`src/rtl/assert_macros.svh`:
```
// assertion macros for the collision box table
// used by modules that check their own logic; expects clk and rst in scope
`ifndef ASSERT_MACROS_SVH
`define ASSERT_MACROS_SVH
`ifndef SYNTHESIS
`define CBT_CHECK(label, ante, cons) \
  label: assert property (@(posedge clk) disable iff (rst) (ante) |-> (cons)) \
    else $error("check failed");
`define CBT_CHECK_NEXT(label, ante, cons) \
  label: assert property (@(posedge clk) disable iff (rst) (ante) |=> (cons)) \
    else $error("check failed");
`else
`define CBT_CHECK(label, ante, cons)
`define CBT_CHECK_NEXT(label, ante, cons)
`endif
`endif

```
`src/rtl/cbt_pkg.sv`:
```
// shared types and constants for the collision box table
// no dependencies
package cbt_pkg;

  localparam int MAX_BOXES_DEF = 32;
  localparam int SLOT_W = 5;
  localparam int COORD_W = 16;
  localparam int BYTE_W = 8;
  localparam logic [BYTE_W-1:0] BYTE_MAX = 8'hFF;

  typedef enum logic [2:0] {
    CMD_SET      = 3'd0,
    CMD_REG      = 3'd1,
    CMD_UNREG    = 3'd2,
    CMD_POINT    = 3'd3,
    CMD_FIND     = 3'd4,
    CMD_HIT      = 3'd5,
    CMD_AREA_DMG = 3'd6,
    CMD_READ     = 3'd7
  } cmd_t;

  typedef enum logic [2:0] {
    ST_IDLE,
    ST_FETCH,
    ST_MODIFY,
    ST_SCAN,
    ST_REPLY
  } state_t;

  typedef struct packed {
    logic [2:0]         command;
    logic [SLOT_W-1:0]  slot;
    logic [COORD_W-1:0] x_a;
    logic [COORD_W-1:0] y_a;
    logic [COORD_W-1:0] x_b;
    logic [COORD_W-1:0] y_b;
    logic [BYTE_W-1:0]  box_width;
    logic [BYTE_W-1:0]  box_height;
    logic [BYTE_W-1:0]  kind;
    logic [BYTE_W-1:0]  damage_amount;
    logic [BYTE_W-1:0]  source_tag;
  } req_t;

  typedef struct packed {
    logic [COORD_W-1:0] left;
    logic [COORD_W-1:0] top;
    logic [BYTE_W-1:0]  wide;
    logic [BYTE_W-1:0]  tall;
    logic [BYTE_W-1:0]  kind;
    logic [BYTE_W-1:0]  damage;
    logic [BYTE_W-1:0]  source;
  } box_t;

  typedef struct packed {
    logic load;
    logic fetch;
    logic modify;
    logic scan;
    logic reply;
  } ctl_t;

  typedef struct packed {
    logic scan_done;
    logic out_free;
  } sts_t;

endpackage

```
`src/rtl/cbt_if.sv`:
```
// request and response channel interfaces for the collision box table
// depends on cbt_pkg for field widths
interface cbt_req_if;
  import cbt_pkg::*;
  logic               valid;
  logic               ready;
  logic [2:0]         command;
  logic [SLOT_W-1:0]  slot;
  logic [COORD_W-1:0] x_a;
  logic [COORD_W-1:0] y_a;
  logic [COORD_W-1:0] x_b;
  logic [COORD_W-1:0] y_b;
  logic [BYTE_W-1:0]  box_width;
  logic [BYTE_W-1:0]  box_height;
  logic [BYTE_W-1:0]  kind;
  logic [BYTE_W-1:0]  damage_amount;
  logic [BYTE_W-1:0]  source_tag;

  modport source (output valid, command, slot, x_a, y_a, x_b, y_b, box_width, box_height,
                  kind, damage_amount, source_tag, input ready);
  modport sink (input valid, command, slot, x_a, y_a, x_b, y_b, box_width, box_height,
                kind, damage_amount, source_tag, output ready);
endinterface

interface cbt_rsp_if;
  import cbt_pkg::*;
  logic              valid;
  logic              ready;
  logic              found;
  logic [SLOT_W-1:0] found_slot;
  logic [BYTE_W-1:0] damage_value;
  logic [BYTE_W-1:0] source_value;

  modport source (output valid, found, found_slot, damage_value, source_value, input ready);
  modport sink (input valid, found, found_slot, damage_value, source_value, output ready);
endinterface

```
`src/rtl/cbt_ram.sv`:
```
// generic single write port ram with registered read
// no dependencies
module cbt_ram #(
  parameter int WIDTH = 8,
  parameter int DEPTH = 32
) (
  input  logic                     clk,
  input  logic                     wr_en,
  input  logic [$clog2(DEPTH)-1:0] wr_addr,
  input  logic [WIDTH-1:0]         wr_data,
  input  logic [$clog2(DEPTH)-1:0] rd_addr,
  output logic [WIDTH-1:0]         rd_data
);

  logic [WIDTH-1:0] mem [DEPTH];

  always_ff @(posedge clk) begin
    if (wr_en) begin
      mem[wr_addr] <= wr_data;
    end
    rd_data <= mem[rd_addr];
  end

endmodule

```
`src/rtl/cbt_ctrl.sv`:
```
// command sequencer for the collision box table
// depends on cbt_pkg; drives the datapath through ctl_t and reads sts_t
module cbt_ctrl (
  input  logic          clk,
  input  logic          rst,
  input  logic          req_valid,
  input  cbt_pkg::cmd_t cmd,
  output logic          req_ready,
  output cbt_pkg::ctl_t ctl,
  input  cbt_pkg::sts_t sts
);
  import cbt_pkg::*;

  state_t state;
  state_t state_next;
  logic   is_scan;

  assign is_scan = (cmd == CMD_UNREG) || (cmd == CMD_POINT) || (cmd == CMD_FIND) ||
                   (cmd == CMD_AREA_DMG);

  always_ff @(posedge clk) begin
    if (rst) begin
      state <= ST_IDLE;
    end else begin
      state <= state_next;
    end
  end

  always_comb begin
    state_next = state;
    unique case (state)
      ST_IDLE: begin
        if (req_valid) begin
          state_next = is_scan ? ST_SCAN : ST_FETCH;
        end
      end
      ST_FETCH:  state_next = ST_MODIFY;
      ST_MODIFY: state_next = ST_REPLY;
      ST_SCAN: begin
        if (sts.scan_done) begin
          state_next = ST_REPLY;
        end
      end
      ST_REPLY: begin
        if (sts.out_free) begin
          state_next = ST_IDLE;
        end
      end
      default: state_next = ST_IDLE;
    endcase
  end

  always_comb begin
    req_ready = 1'b0;
    ctl       = '0;
    unique case (state)
      ST_IDLE: begin
        req_ready = 1'b1;
        ctl.load  = req_valid;
      end
      ST_FETCH:  ctl.fetch  = 1'b1;
      ST_MODIFY: ctl.modify = 1'b1;
      ST_SCAN:   ctl.scan   = 1'b1;
      ST_REPLY:  ctl.reply  = sts.out_free;
      default: begin
        req_ready = 1'b0;
      end
    endcase
  end

endmodule

```
`src/rtl/cbt_dp.sv`:
```
// datapath of the collision box table: box and order rams, list walk, result register
// depends on cbt_pkg, cbt_ram, cbt_if and assert_macros.svh
`include "assert_macros.svh"
module cbt_dp #(
  parameter int MAX_BOXES = cbt_pkg::MAX_BOXES_DEF
) (
  input  logic          clk,
  input  logic          rst,
  input  cbt_pkg::ctl_t ctl,
  output cbt_pkg::sts_t sts,
  input  cbt_pkg::req_t req,
  cbt_rsp_if.source     response
);
  import cbt_pkg::*;

  localparam int SW = $clog2(MAX_BOXES);
  localparam int CW = $clog2(MAX_BOXES + 1);
  localparam int BW = $bits(box_t);

  req_t             q;
  cmd_t             op;
  logic             ok;
  logic [SW-1:0]    slot_idx;
  logic [CW-1:0]    live_count;
  logic [MAX_BOXES-1:0] is_live;
  logic [MAX_BOXES-1:0] box_vld;
  logic             vld_q;

  logic             ord_we;
  logic [SW-1:0]    ord_waddr;
  logic [SW-1:0]    ord_wdata;
  logic [SW-1:0]    ord_raddr;
  logic [SW-1:0]    ord_rdata;

  logic             box_we;
  logic [SW-1:0]    box_waddr;
  box_t             box_wdata;
  logic [SW-1:0]    box_raddr;
  logic [BW-1:0]    box_rdata;
  box_t             cur;

  logic [CW-1:0]    idx;
  logic             p1_vld;
  logic [CW-1:0]    p1_idx;
  logic             p2_vld;
  logic [SW-1:0]    p2_slot;
  logic             shift;
  logic             issue;
  logic             active;
  logic             reg_ok;
  logic             scan_done;

  logic signed [16:0] l17, t17, r17, b17, cx, cy;
  logic signed [16:0] xa17, ya17, xb17, yb17;
  logic             point_hit;
  logic             centre_hit;
  logic             p2_match;
  logic             is_find;
  logic [8:0]       hit_sum;

  logic              res_found;
  logic [SLOT_W-1:0] res_slot;
  logic [BYTE_W-1:0] res_dmg;
  logic [BYTE_W-1:0] res_src;
  logic              out_vld;

  assign op       = cmd_t'(q.command);
  assign ok       = int'(q.slot) < MAX_BOXES;
  assign slot_idx = SW'(q.slot);
  assign active   = ok && is_live[slot_idx];
  assign reg_ok   = ok && !is_live[slot_idx] && (live_count < CW'(MAX_BOXES));
  assign is_find  = (op == CMD_POINT) || (op == CMD_FIND);

  cbt_ram #(.WIDTH(SW), .DEPTH(MAX_BOXES)) u_order (
    .clk     (clk),
    .wr_en   (ord_we),
    .wr_addr (ord_waddr),
    .wr_data (ord_wdata),
    .rd_addr (ord_raddr),
    .rd_data (ord_rdata)
  );

  cbt_ram #(.WIDTH(BW), .DEPTH(MAX_BOXES)) u_box (
    .clk     (clk),
    .wr_en   (box_we),
    .wr_addr (box_waddr),
    .wr_data (box_wdata),
    .rd_addr (box_raddr),
    .rd_data (box_rdata)
  );

  // never-written slots read as zero
  assign cur = vld_q ? box_t'(box_rdata) : '0;

  // list walk: order read, then box read, then test
  assign issue     = ctl.scan && (idx < live_count);
  assign ord_raddr = idx[SW-1:0];
  assign box_raddr = ctl.fetch ? slot_idx : ord_rdata;

  assign l17  = $signed({cur.left[15], cur.left});
  assign t17  = $signed({cur.top[15], cur.top});
  assign r17  = l17 + $signed({9'b0, cur.wide});
  assign b17  = t17 + $signed({9'b0, cur.tall});
  assign cx   = l17 + $signed({10'b0, cur.wide[7:1]});
  assign cy   = t17 + $signed({10'b0, cur.tall[7:1]});
  assign xa17 = $signed({q.x_a[15], q.x_a});
  assign ya17 = $signed({q.y_a[15], q.y_a});
  assign xb17 = $signed({q.x_b[15], q.x_b});
  assign yb17 = $signed({q.y_b[15], q.y_b});

  assign point_hit  = (xa17 >= l17) && (xa17 < r17) && (ya17 >= t17) && (ya17 < b17) &&
                      (q.kind == cur.kind);
  assign centre_hit = (cur.kind == q.kind) && (cur.wide != '0) && (cx >= xa17) &&
                      (cx < xb17) && (cy >= ya17) && (cy < yb17);
  assign p2_match   = p2_vld && ((op == CMD_POINT) ? point_hit : centre_hit);

  assign scan_done = ctl.scan && ((!issue && !p1_vld && !p2_vld) || (is_find && p2_match));
  assign hit_sum   = {1'b0, cur.damage} + {1'b0, q.damage_amount};

  always_comb begin
    ord_we    = 1'b0;
    ord_waddr = live_count[SW-1:0];
    ord_wdata = slot_idx;
    if (ctl.modify && op == CMD_REG && reg_ok) begin
      ord_we = 1'b1;
    end else if (ctl.scan && op == CMD_UNREG && p1_vld && shift) begin
      ord_we    = 1'b1;
      ord_waddr = SW'(p1_idx - CW'(1));
      ord_wdata = ord_rdata;
    end
  end

  always_comb begin
    box_we    = 1'b0;
    box_waddr = slot_idx;
    box_wdata = cur;
    if (ctl.modify) begin
      unique case (op)
        CMD_SET: begin
          box_we         = ok;
          box_wdata.left = q.x_a;
          box_wdata.top  = q.y_a;
          box_wdata.wide = q.box_width;
          box_wdata.tall = q.box_height;
          box_wdata.kind = q.kind;
        end
        CMD_REG: begin
          box_we           = reg_ok;
          box_wdata.wide   = '0;
          box_wdata.damage = '0;
        end
        CMD_HIT: begin
          box_we           = ok;
          box_wdata.damage = hit_sum[8] ? BYTE_MAX : hit_sum[7:0];
          box_wdata.source = q.source_tag;
        end
        default: box_we = 1'b0;
      endcase
    end else if (ctl.scan && op == CMD_AREA_DMG && p2_match) begin
      box_we           = 1'b1;
      box_waddr        = p2_slot;
      box_wdata.damage = hit_sum[7:0];
      box_wdata.source = q.source_tag;
    end
  end

  always_ff @(posedge clk) begin
    if (ctl.load) begin
      q <= req;
    end
    vld_q <= box_vld[box_raddr];
    p1_idx  <= idx;
    p2_slot <= ord_rdata;
  end

  always_ff @(posedge clk) begin
    if (rst) begin
      live_count <= '0;
      is_live    <= '0;
      box_vld    <= '0;
      idx        <= '0;
      p1_vld     <= 1'b0;
      p2_vld     <= 1'b0;
      shift      <= 1'b0;
    end else begin
      p1_vld <= issue;
      p2_vld <= ctl.scan && p1_vld;
      if (box_we) begin
        box_vld[box_waddr] <= 1'b1;
      end
      if (ctl.load) begin
        idx   <= '0;
        shift <= 1'b0;
      end else if (issue) begin
        idx <= idx + CW'(1);
      end
      if (ctl.scan && op == CMD_UNREG && p1_vld && active && ord_rdata == slot_idx) begin
        shift <= 1'b1;
      end
      if (ctl.modify && op == CMD_REG && reg_ok) begin
        live_count         <= live_count + CW'(1);
        is_live[slot_idx]  <= 1'b1;
      end
      if (scan_done && op == CMD_UNREG && active) begin
        live_count        <= live_count - CW'(1);
        is_live[slot_idx] <= 1'b0;
      end
    end
  end

  always_ff @(posedge clk) begin
    if (ctl.load) begin
      res_found <= 1'b0;
      res_slot  <= '0;
      res_dmg   <= '0;
      res_src   <= '0;
    end else if (ctl.modify && op == CMD_READ && ok) begin
      res_slot <= q.slot;
      res_dmg  <= cur.damage;
      res_src  <= cur.source;
    end else if (ctl.scan && is_find && p2_match) begin
      res_found <= 1'b1;
      res_slot  <= SLOT_W'(p2_slot);
    end
  end

  // output register parts the sequencer from the receiver
  always_ff @(posedge clk) begin
    if (rst) begin
      out_vld <= 1'b0;
    end else if (ctl.reply) begin
      out_vld <= 1'b1;
    end else if (response.ready) begin
      out_vld <= 1'b0;
    end
  end

  always_ff @(posedge clk) begin
    if (ctl.reply) begin
      response.found        <= res_found;
      response.found_slot   <= res_slot;
      response.damage_value <= res_dmg;
      response.source_value <= res_src;
    end
  end

  assign response.valid = out_vld;
  assign sts.scan_done  = scan_done;
  assign sts.out_free   = !out_vld || response.ready;

  `CBT_CHECK(count_matches_live, 1'b1, $countones(is_live) == int'(live_count))
  `CBT_CHECK(count_bounded, 1'b1, live_count <= CW'(MAX_BOXES))
  `CBT_CHECK(walk_in_order, p2_vld, $past(p1_vld))

endmodule

```
`src/rtl/collision_box_table.sv`:
```
// collision box table: slot table of axis-aligned boxes with an ordered live list
// depends on cbt_pkg, cbt_if, cbt_ram, cbt_ctrl and cbt_dp
//
// request carries one command per transfer; response returns exactly one
// result transfer per command, in order. Commands are taken one at a time.
// Set, register, hit and read pass through the fetch, modify and reply states
// before the result appears on response. Point test, region find, unregister
// and region damage walk the live list one entry per cycle through the order
// ram and the box ram; point test and region find stop at their first match.
// The next request is taken in the idle state that follows the reply state,
// once the result is registered; the walk length, one list entry per cycle,
// sets how often list walks can run.
// A finished result sits in an output register, so the next request can be
// taken while the receiver stalls; a second result then waits until the
// first one is taken, and request stays not ready meanwhile.
// Reset clears the live list, the live flags and the written-slot flags;
// every box reads as zero until first written. No clearing pass is needed.
module collision_box_table #(
  parameter int MAX_BOXES = cbt_pkg::MAX_BOXES_DEF
) (
  input logic       clk,
  input logic       rst,
  cbt_req_if.sink   request,
  cbt_rsp_if.source response
);
  import cbt_pkg::*;

  ctl_t ctl;
  sts_t sts;
  req_t req;
  logic rdy;

  assign req = '{command: request.command, slot: request.slot, x_a: request.x_a,
                 y_a: request.y_a, x_b: request.x_b, y_b: request.y_b,
                 box_width: request.box_width, box_height: request.box_height,
                 kind: request.kind, damage_amount: request.damage_amount,
                 source_tag: request.source_tag};
  assign request.ready = rdy;

  cbt_ctrl u_ctrl (
    .clk       (clk),
    .rst       (rst),
    .req_valid (request.valid),
    .cmd       (cmd_t'(request.command)),
    .req_ready (rdy),
    .ctl       (ctl),
    .sts       (sts)
  );

  cbt_dp #(.MAX_BOXES(MAX_BOXES)) u_dp (
    .clk      (clk),
    .rst      (rst),
    .ctl      (ctl),
    .sts      (sts),
    .req      (req),
    .response (response)
  );

endmodule

```
`src/flat_wrapper.sv`:
```
// flat-port wrapper written by rule: the top's interface ports become plain ports
module collision_box_table_flat import cbt_pkg::*;
#(
  parameter int MAX_BOXES = cbt_pkg::MAX_BOXES_DEF
)
  (clk, rst, request_valid, request_command, request_slot, request_x_a, request_y_a, request_x_b, request_y_b, request_box_width, request_box_height, request_kind, request_damage_amount, request_source_tag, request_ready, response_valid, response_found, response_found_slot, response_damage_value, response_source_value, response_ready);
  cbt_req_if request_i ();
  cbt_rsp_if response_i ();
  input logic clk;
  input logic rst;
  input wire logic [$bits(request_i.valid)-1:0] request_valid;
  input wire logic [$bits(request_i.command)-1:0] request_command;
  input wire logic [$bits(request_i.slot)-1:0] request_slot;
  input wire logic [$bits(request_i.x_a)-1:0] request_x_a;
  input wire logic [$bits(request_i.y_a)-1:0] request_y_a;
  input wire logic [$bits(request_i.x_b)-1:0] request_x_b;
  input wire logic [$bits(request_i.y_b)-1:0] request_y_b;
  input wire logic [$bits(request_i.box_width)-1:0] request_box_width;
  input wire logic [$bits(request_i.box_height)-1:0] request_box_height;
  input wire logic [$bits(request_i.kind)-1:0] request_kind;
  input wire logic [$bits(request_i.damage_amount)-1:0] request_damage_amount;
  input wire logic [$bits(request_i.source_tag)-1:0] request_source_tag;
  output wire logic [$bits(request_i.ready)-1:0] request_ready;
  output wire logic [$bits(response_i.valid)-1:0] response_valid;
  output wire logic [$bits(response_i.found)-1:0] response_found;
  output wire logic [$bits(response_i.found_slot)-1:0] response_found_slot;
  output wire logic [$bits(response_i.damage_value)-1:0] response_damage_value;
  output wire logic [$bits(response_i.source_value)-1:0] response_source_value;
  input wire logic [$bits(response_i.ready)-1:0] response_ready;
  assign request_i.valid = request_valid;
  assign request_i.command = request_command;
  assign request_i.slot = request_slot;
  assign request_i.x_a = request_x_a;
  assign request_i.y_a = request_y_a;
  assign request_i.x_b = request_x_b;
  assign request_i.y_b = request_y_b;
  assign request_i.box_width = request_box_width;
  assign request_i.box_height = request_box_height;
  assign request_i.kind = request_kind;
  assign request_i.damage_amount = request_damage_amount;
  assign request_i.source_tag = request_source_tag;
  assign request_ready = request_i.ready;
  assign response_valid = response_i.valid;
  assign response_found = response_i.found;
  assign response_found_slot = response_i.found_slot;
  assign response_damage_value = response_i.damage_value;
  assign response_source_value = response_i.source_value;
  assign response_i.ready = response_ready;
  collision_box_table #(.MAX_BOXES(MAX_BOXES)) u_core (.clk(clk), .rst(rst), .request(request_i), .response(response_i));
endmodule
```
`config.mk`:
```
export PLATFORM = sky130hd
export DESIGN_NAME = collision_box_table_flat
export DESIGN_NICKNAME = d
export VERILOG_FILES = /design/src/rtl/cbt_pkg.sv /design/src/rtl/cbt_if.sv /design/src/rtl/cbt_ram.sv /design/src/rtl/cbt_ctrl.sv /design/src/rtl/cbt_dp.sv /design/src/rtl/collision_box_table.sv /design/src/flat_wrapper.sv
export VERILOG_INCLUDE_DIRS = /design/src /design/src/rtl
export SDC_FILE = /design/constraint.sdc
export NUM_CORES = 2
export LEC_CHECK = 0
export BUFFER_PORTS_ARGS = -buffer_cell sky130_fd_sc_hd__clkbuf_2
export CAP_MARGIN = 20
export CORE_ASPECT_RATIO = 1.75
export CORE_MARGIN = 8
export CORE_UTILIZATION = 53
export DETAILED_ROUTE_END_ITERATION = 8
export PLACE_DENSITY = 0.69
export SKIP_LAST_GASP = 1
export SLEW_MARGIN = 20
export SYNTH_ARGS = -nofsm -noshare
export SYNTH_HDL_FRONTEND = slang
export SYNTH_SLANG_ARGS = --single-unit
```
`constraint.sdc`:
```
create_clock -name clk -period 19.2 [get_ports clk]
set_clock_uncertainty 0.15 [all_clocks]
set_input_delay 4.8 -clock clk [delete_from_list [all_inputs] [get_ports clk]]
set_output_delay 4.8 -clock clk [all_outputs]
set_load 0.02 [all_outputs]
```
Word level (Yosys, flattened, before mapping)
Memories as Yosys holds them, arrays and structs flattened. A register that Yosys moved wholly into a read port is not among the register bits.
Cells that the tools add are included.

cells by class
  mux-type cells = 57
  bitwise operators = 5
  reduce and logical (&&, ||, !) cells = 55
  $lt $le $gt $ge = 15
  equal/unequal tests = 21
  $add $sub $neg = 9

operator list
  cell                   number
  $mux W32               4
  $mux W72               1
  $or A32 B32 Y32        2
  $mux W56               1
  $mux W16               3
  $mux W5                9
  $add A16 B8 Y17        2
  $add A16 B9 Y17        2
  $ge A17 B16 Y1         2
  $lt A16 B17 Y1         2
  $lt A17 B16 Y1         2
  $logic_and A1 B1 Y1    33
  $and A32 B32 Y32       1
  $ge A16 B16 Y1         2
  $not A32 Y32           1
  $pmux W8 S2            2
  $mux W1                23
  $eq A3 B3 Y1 const B   7
  $eq A3 B2 Y1 const B   6
  $lt A5 B6 Y1 const B   3
  $eq A8 B8 Y1           2
  $mux W8                2
  $pmux W3 S5            1
  $add A6 B1 Y6 const B  2
  other kinds (24)       47

storage, ports and cells
  memories kept = 2
  output and inout port bits = 24
  flip-flop bits (word level) = 250
  RAM bits = 2464
  logic and storage cells = 195

memory list
  memory                   words  width  read ports  clocked after memory_dff  wr ports  line           RTL
  u_core.u_dp.u_box.mem    32     72     1           1                         1         cbt_ram.sv:15  logic [WIDTH-1:0] mem [DEPTH];
  u_core.u_dp.u_order.mem  32     5      1           1                         1         cbt_ram.sv:15

Longest topological paths before layout
  word-level depth = 17
  mapped depth = 31
  depth with buffers taken out = 23

Hierarchy
A second synthesis with hierarchy kept.

unflattened totals
  cells, all modules = 6367
  area total of the unflattened synthesis = 112472.9 µm²

by module, submodules not included
  module                         cells an instance  seq. area each (µm²)  times used  area an instance (µm²)
  cbt_ram (u_core.u_dp.u_box)    4208               70627.7               1           89123.0
  cbt_dp                         1859               6286.0                1           16824.9
  cbt_ram (u_core.u_dp.u_order)  277                4904.7                1           6344.8
  cbt_ctrl                       23                 60.1                  1           180.2

Least setup slack after synthesis
No wires, ideal clock.

  path kind = input-to-reg
  start = input port request_valid
  end = register u_core.u_dp.q, in the netlist u_core.u_dp.op[0] (enable)
  stages on the path = 3
  setup time = 520 ps
  path slack = 10177 ps
  arrival = 8353 ps
  cells stage by stage = nand2_1 -> clkinv_1 -> buf_1

RTL lines
  what                  line                RTL
  start, declared       flat_wrapper.sv:11  input wire logic [$bits(request_i.valid)-1:0] request_valid;
  end signal, assigned  cbt_dp.sv:169       q <= req;
  end, declared         cbt_dp.sv:20        req_t q;

Worst setup path in the final report
  start = register u_core.u_dp.vld_q
  end = memory u_core.u_dp.u_box.mem[25][45] in the netlist's numbering (enable)

on the way
  word-level cells in the longest chain between the ends = 14
  elaborated cells between the ends (all ways) = 34
  classes of those cells = add/sub (4); order compare (8); eq/ne (2); mux (8); reduce/logical (12)

RTL lines
  what                                                        line                          RTL
  start, declared                                             cbt_dp.sv:27                  logic vld_q;
  start signal, assigned                                      cbt_dp.sv:171                 vld_q <= box_vld[box_raddr];
  $mux W72 (*)                                                cbt_dp.sv:93                  assign cur = vld_q ? box_t'(box_rdata) : '0;
  $add A16 B8 Y17 (tied with other cells)                     cbt_dp.sv:104                 assign cx = l17 + $signed({10'b0, cur.wide[7:1]});
  $ge A17 B16 Y1 (tied with other cells)                      cbt_dp.sv:113                 assign centre_hit = (cur.kind == q.kind) && (cur.wide != '0) && (cx >= xa17) &&
  $logic_and A1 B1 Y1, on equally long branches (2 in a row)  cbt_dp.sv:113, cbt_dp.sv:111
  $logic_and A1 B1 Y1, on equally long branches (2 in a row)  cbt_dp.sv:114, cbt_dp.sv:111
  $mux W1 (*)                                                 cbt_dp.sv:115                 assign p2_match = p2_vld && ((op == CMD_POINT) ? point_hit : centre_hit);
  $logic_and A1 B1 Y1 (*)                                     cbt_dp.sv:115
  $logic_and A1 B1 Y1 (*)                                     cbt_dp.sv:159                 end else if (ctl.scan && op == CMD_AREA_DMG && p2_match) begin
  $mux W1                                                     cbt_dp.sv:159
  $mux W1                                                     cbt_dp.sv:137                 if (ctl.modify) begin
  $mux W1                                                     cbt_ram.sv:18                 if (wr_en) begin
  $mux W1 (not written as such)                               cbt_ram.sv:19                 mem[wr_addr] <= wr_data;
  end, declared                                               cbt_ram.sv:15

Every way passes the cells marked *; elsewhere a longest branch is shown, timed or not.

==> metrics.txt <==
# TYPE chip_impl_metric gauge
chip_impl_metric{name="clock_sinks",unit=""} 2791
chip_impl_metric{name="worstPathMaxFanout",unit=""} 53
chip_impl_metric{name="synthesized_netlist_net_count",unit=""} 6639
chip_impl_metric{name="grt_max_degree",unit=""} 147
chip_impl_metric{name="core_region_area",unit="sq mm"} 0.210
chip_impl_info{name="post_synth_main_area_contributors",value="sky130_fd_sc_hd__edfxtp_1 70%, sky130_fd_sc_hd__mux4_2 13%, sky130_fd_sc_hd__dfxtp_1 3.5%"} 1
chip_impl_info{name="setup.worst_path.end_class",value="flop"} 1
chip_impl_metric{name="wl",unit="mm"} 305
chip_impl_metric{name="r2r_cells",unit=""} 26
chip_impl_metric{name="cts_buffers",unit=""} 238
chip_impl_metric{name="via_count_of_the_first_global_routing_pass",unit=""} 62000
chip_impl_metric{name="floorplan.io_pins",unit=""} 140
chip_impl_metric{name="place.detailed.hpwl",unit="mm"} 184
chip_impl_metric{name="detailed_place.area",unit="sq mm"} 0.116
chip_impl_metric{name="setup_violations",unit=""} 0
chip_impl_metric{name="detail-route-antenna-nets",unit=""} 0
chip_impl_info{name="reg2reg_to",value="u_core.u_dp.u_box.mem[25][45]"} 1
chip_impl_metric{name="floorplan.die_area",unit="sq mm"} 0.227
chip_impl_info{name="tritoncts",value="built"} 1
chip_impl_info{name="critical_path.slowest_cell",value="sky130_fd_sc_hd__buf_4"} 1
chip_impl_metric{name="hold_viol_final",unit=""} 0
chip_impl_info{name="run_status",value="completed"} 1
chip_impl_metric{name="vdd_drop_max",unit="uV"} 90.3
chip_impl_metric{name="synth_top_area_share",unit="%"} 69.7
chip_impl_metric{name="drt-pass1-iter-count",unit=""} 6
chip_impl_metric{name="floorplan.die.height",unit="microns"} 624
chip_impl_metric{name="netlist-cell-type-count",unit=""} 82
chip_impl_info{name="rsz0062_at_grt",value="no"} 1
chip_impl_metric{name="drt-wirelength-per-cell",unit="microns"} 31.9
chip_impl_metric{name="final.setup.tns",unit="ps"} 0
chip_impl_metric{name="gr-usage-all-layers",unit="%"} 26.6
chip_impl_metric{name="first_iter_violations",unit=""} 6355
chip_impl_metric{name="final_layout_size_suffix_gt1_share",unit="%"} 20.9
chip_impl_metric{name="core.rowCount",unit=""} 223
chip_impl_info{name="setup.worst_path.end",value="u_core.u_dp.u_box.mem[25][45]"} 1
chip_impl_metric{name="drc_errors",unit=""} 0
chip_impl_metric{name="total_power",unit="mW"} 12.5
chip_impl_metric{name="postSynth.asyncResetShare",unit="%"} 0
chip_impl_info{name="synth_ff_type",value="sky130_fd_sc_hd__edfxtp_1"} 1
chip_impl_metric{name="globalRouteOverflowTotal",unit=""} 0
chip_impl_info{name="timing.critical_path.from_type",value="flop"} 1
chip_impl_metric{name="count_of_warnings_emitted_by_yosys",unit=""} 0
chip_impl_info{name="clockRootBuffer",value="sky130_fd_sc_hd__clkbuf_16"} 1
chip_impl_metric{name="worst_hold_slack",unit="ps"} 283
chip_impl_metric{name="timing.final.crit_period",unit="ps"} 8860
chip_impl_metric{name="port_buffers",unit=""} 139
chip_impl_metric{name="synth_edf_count",unit=""} 2598
chip_impl_metric{name="vias_after_detailed_routing",unit=""} 60300
chip_impl_metric{name="design.final.nets",unit=""} 6847
chip_impl_metric{name="max_clock_freq",unit="MHz"} 113
chip_impl_metric{name="power_per_cell_area",unit="mW/mm^2"} 101
chip_impl_metric{name="synth_seq_cells",unit=""} 2791
chip_impl_info{name="netlist.top_cell.by_area",value="sky130_fd_sc_hd__edfxtp_1"} 1
chip_impl_info{name="min-delay-path-class",value="flop to flop"} 1
chip_impl_metric{name="slew_headroom",unit="%"} 21.5
chip_impl_metric{name="synth-seq-area-share",unit="%"} 73.1
chip_impl_metric{name="finalCritPeriodShare",unit="%"} 46.1
chip_impl_metric{name="critPathMaxStageDelay",unit="ps"} 870
chip_impl_info{name="critical_path_start",value="u_core.u_dp.vld_q"} 1
chip_impl_info{name="worstSetupPathType",value="flop to flop"} 1
chip_impl_metric{name="syn_to_final_growth",unit="%"} 11.1
chip_impl_metric{name="endpoint_arrival_time_on_the_critical_path",unit="ps"} 9170
chip_impl_metric{name="max-cap-violations",unit=""} 0
chip_impl_metric{name="fp.dieW",unit="microns"} 363
chip_impl_metric{name="post_cts_resize_count",unit=""} 0
chip_impl_metric{name="place_worst_setup_slack",unit="ps"} 10380
chip_impl_metric{name="rrSetupSlack",unit="ps"} 10340
chip_impl_metric{name="final_max_slew_violation_count",unit=""} 0
chip_impl_metric{name="worst-slew-pin-transition",unit="ps"} 1170
chip_impl_metric{name="finalWorstSetupSlack",unit="ps"} 10340
chip_impl_metric{name="place.gp.congestion",unit=""} 0.883
chip_impl_metric{name="leakagePower",unit="nW"} 41.4
chip_impl_metric{name="clock_tree.htree_level_count",unit=""} 4
chip_impl_metric{name="starting_density_of_the_core",unit="%"} 53.2
chip_impl_metric{name="cts-hold-fix-buffers",unit=""} 0
chip_impl_metric{name="timing.hold.worst_path_depth",unit=""} 0
chip_impl_metric{name="syn-cell-area",unit="sq mm"} 0.112
chip_impl_metric{name="layout.cell_area.non_filler",unit="sq mm"} 0.124
chip_impl_metric{name="clkTransAtPathRegs",unit="ps"} 60
chip_impl_metric{name="antenna_violations_before_repair",unit=""} 10
chip_impl_metric{name="grt_pass1_wl",unit="mm"} 436
chip_impl_metric{name="netlist_instances",unit=""} 6348
chip_impl_info{name="r2r_start",value="u_core.u_dp.vld_q"} 1
chip_impl_metric{name="vias_per_cell",unit=""} 6.30
chip_impl_metric{name="clk_latency",unit="ps"} 910
chip_impl_metric{name="post_cts_setup_buffer_count",unit=""} 0
chip_impl_metric{name="postSynthAreaPerCell",unit="sq um"} 17.6
chip_impl_metric{name="cts.path.max_buffers",unit=""} 4
chip_impl_metric{name="worst-endpoint-required",unit="ps"} 19520
## per-stage QoR
step / util (%) / std cells
2_1_floorplan: - / 6348
6_report: 59.1 / 9568
5_1_grt: 59.1 / 9564
3_5_place_dp: 55.4 / 9126
4_1_cts: 59.1 / 9561
3_3_place_gp: 55.3 / 9125
## cells by family after synthesis
kind of cell	synth area share [%]
multiplexers	13.3
AO/OA/AOI/OAI	2.73
buffers and inverters	1.77
XOR/XNOR	0.649
AND/OR/NAND/NOR	6.36
flip-flops	73.1
adder cells (fa/ha/maj)	2.03
## critical path: cells and delay by family (launching register included)
kind | cells | cell delay, ps
adders and majority gates | 4 | 850
AOI/OAI and AO/OA | 9 | 1880
DFF | 1 | 560
and+or+nand+nor | 8 | 2410
buffers and inverters | 4 | 2170
muxes | 1 | 260
## layer usage
metal	track usage (%)	vias to the layer above	part of all wire, %
met2	47.4	2670	53
met3	3.70	717	6.3
li1	-	25300	-
met5	0	-	0.013
met4	14.1	6	6.4
met1	31.1	31600	35
## cell usage in the layout (no fill, tap or decap), drive strengths merged, types with 25 or more instances in the layout
cell	count
a211oi	46
a21o	25
a21oi	139
buf	153
bufinv	28
clkbuf	434
clkinv	88
dfxtp	193
edfxtp	2598
ha	170
inv	162
mux2	26
mux4	642
nand2	885
nand3	403
nand4	28
nor2	150
o21ai	197
xnor2	44
xor2	39
## synthesized netlist by cell type, drive strengths merged, types with 6 or more instances
library cell	n
o21bai	7
nor2b	22
mux2i	18
nor2	150
or2	6
nand3b	14
and2	22
mux4	642
nand3	403
clkbuf	164
nand4	28
a21boi	10
edfxtp	2598
a211oi	46
xor2	39
nor4	10
xnor2	44
nand2	885
a21oi	139
mux2	26
inv	157
a31oi	13
nor3	23
and3	10
a22oi	7
buf	160
o21ai	197
nand2b	24
dfxtp	193
ha	170
a21o	25
o211ai	10
or3	6
o31ai	9
## power breakdown
group,switching [mW],total (mW),internal [mW]
clock network,2.18,4.92,2.74
registers,0.0649,6.79,6.72
logic,0.535,0.798,0.262
total,2.78,12.5,9.73
## registers in the layout (all words and copies together), names as in the netlist, 3 cells and up
name	count
u_core.u_dp.u_box.mem	2304
u_core.u_dp.u_order.mem	160
u_core.u_dp.q	104
u_core.u_dp.u_box.rd_data	72
u_core.u_dp.box_vld	32
u_core.u_dp.is_live	32
u_core.u_dp.res_dmg	8
u_core.u_dp.res_src	8
u_core.u_dp.response.damage_value	8
u_core.u_dp.response.source_value	8
u_core.u_dp.idx	6
u_core.u_dp.live_count	6
u_core.u_dp.p1_idx	5
u_core.u_dp.p2_slot	5
u_core.u_dp.res_slot	5
u_core.u_dp.response.found_slot	5
u_core.u_dp.slot_idx	5
u_core.u_dp.u_order.rd_data	5
u_core.u_ctrl.state	3
u_core.u_dp.op	3
## final cells by class
| type | instances | area [sq um] |
|---|---|---|
| fill | 15300 | 86000 |
| antenna | 5 | 12.5 |
| tap | 2812 | 3520 |
| timing repair buffer | 292 | 1930 |
| multi-input combinational | 3075 | 28500 |
| sequential | 2791 | 81900 |
| inverter | 158 | 688 |
| clock buffer | 295 | 6400 |
| clock inverter | 140 | 1470 |
## worst min path at each step
stage / from / to / slack [ps]
global route: u_core.u_dp.res_src[6] / u_core.u_dp.response.source_value[6] / 290
floorplan: u_core.u_dp.idx[0] / u_core.u_dp.p1_idx[0] / 200
detailed placement: u_core.u_dp.res_src[6] / u_core.u_dp.response.source_value[6] / 270
global placement: u_core.u_dp.res_src[4] / u_core.u_dp.response.source_value[4] / 270
finish: u_core.u_dp.res_src[6] / u_core.u_dp.response.source_value[6] / 280
CTS: u_core.u_dp.res_src[6] / u_core.u_dp.response.source_value[6] / 280
No activity file was read; power rests on OpenSTA's default activity.
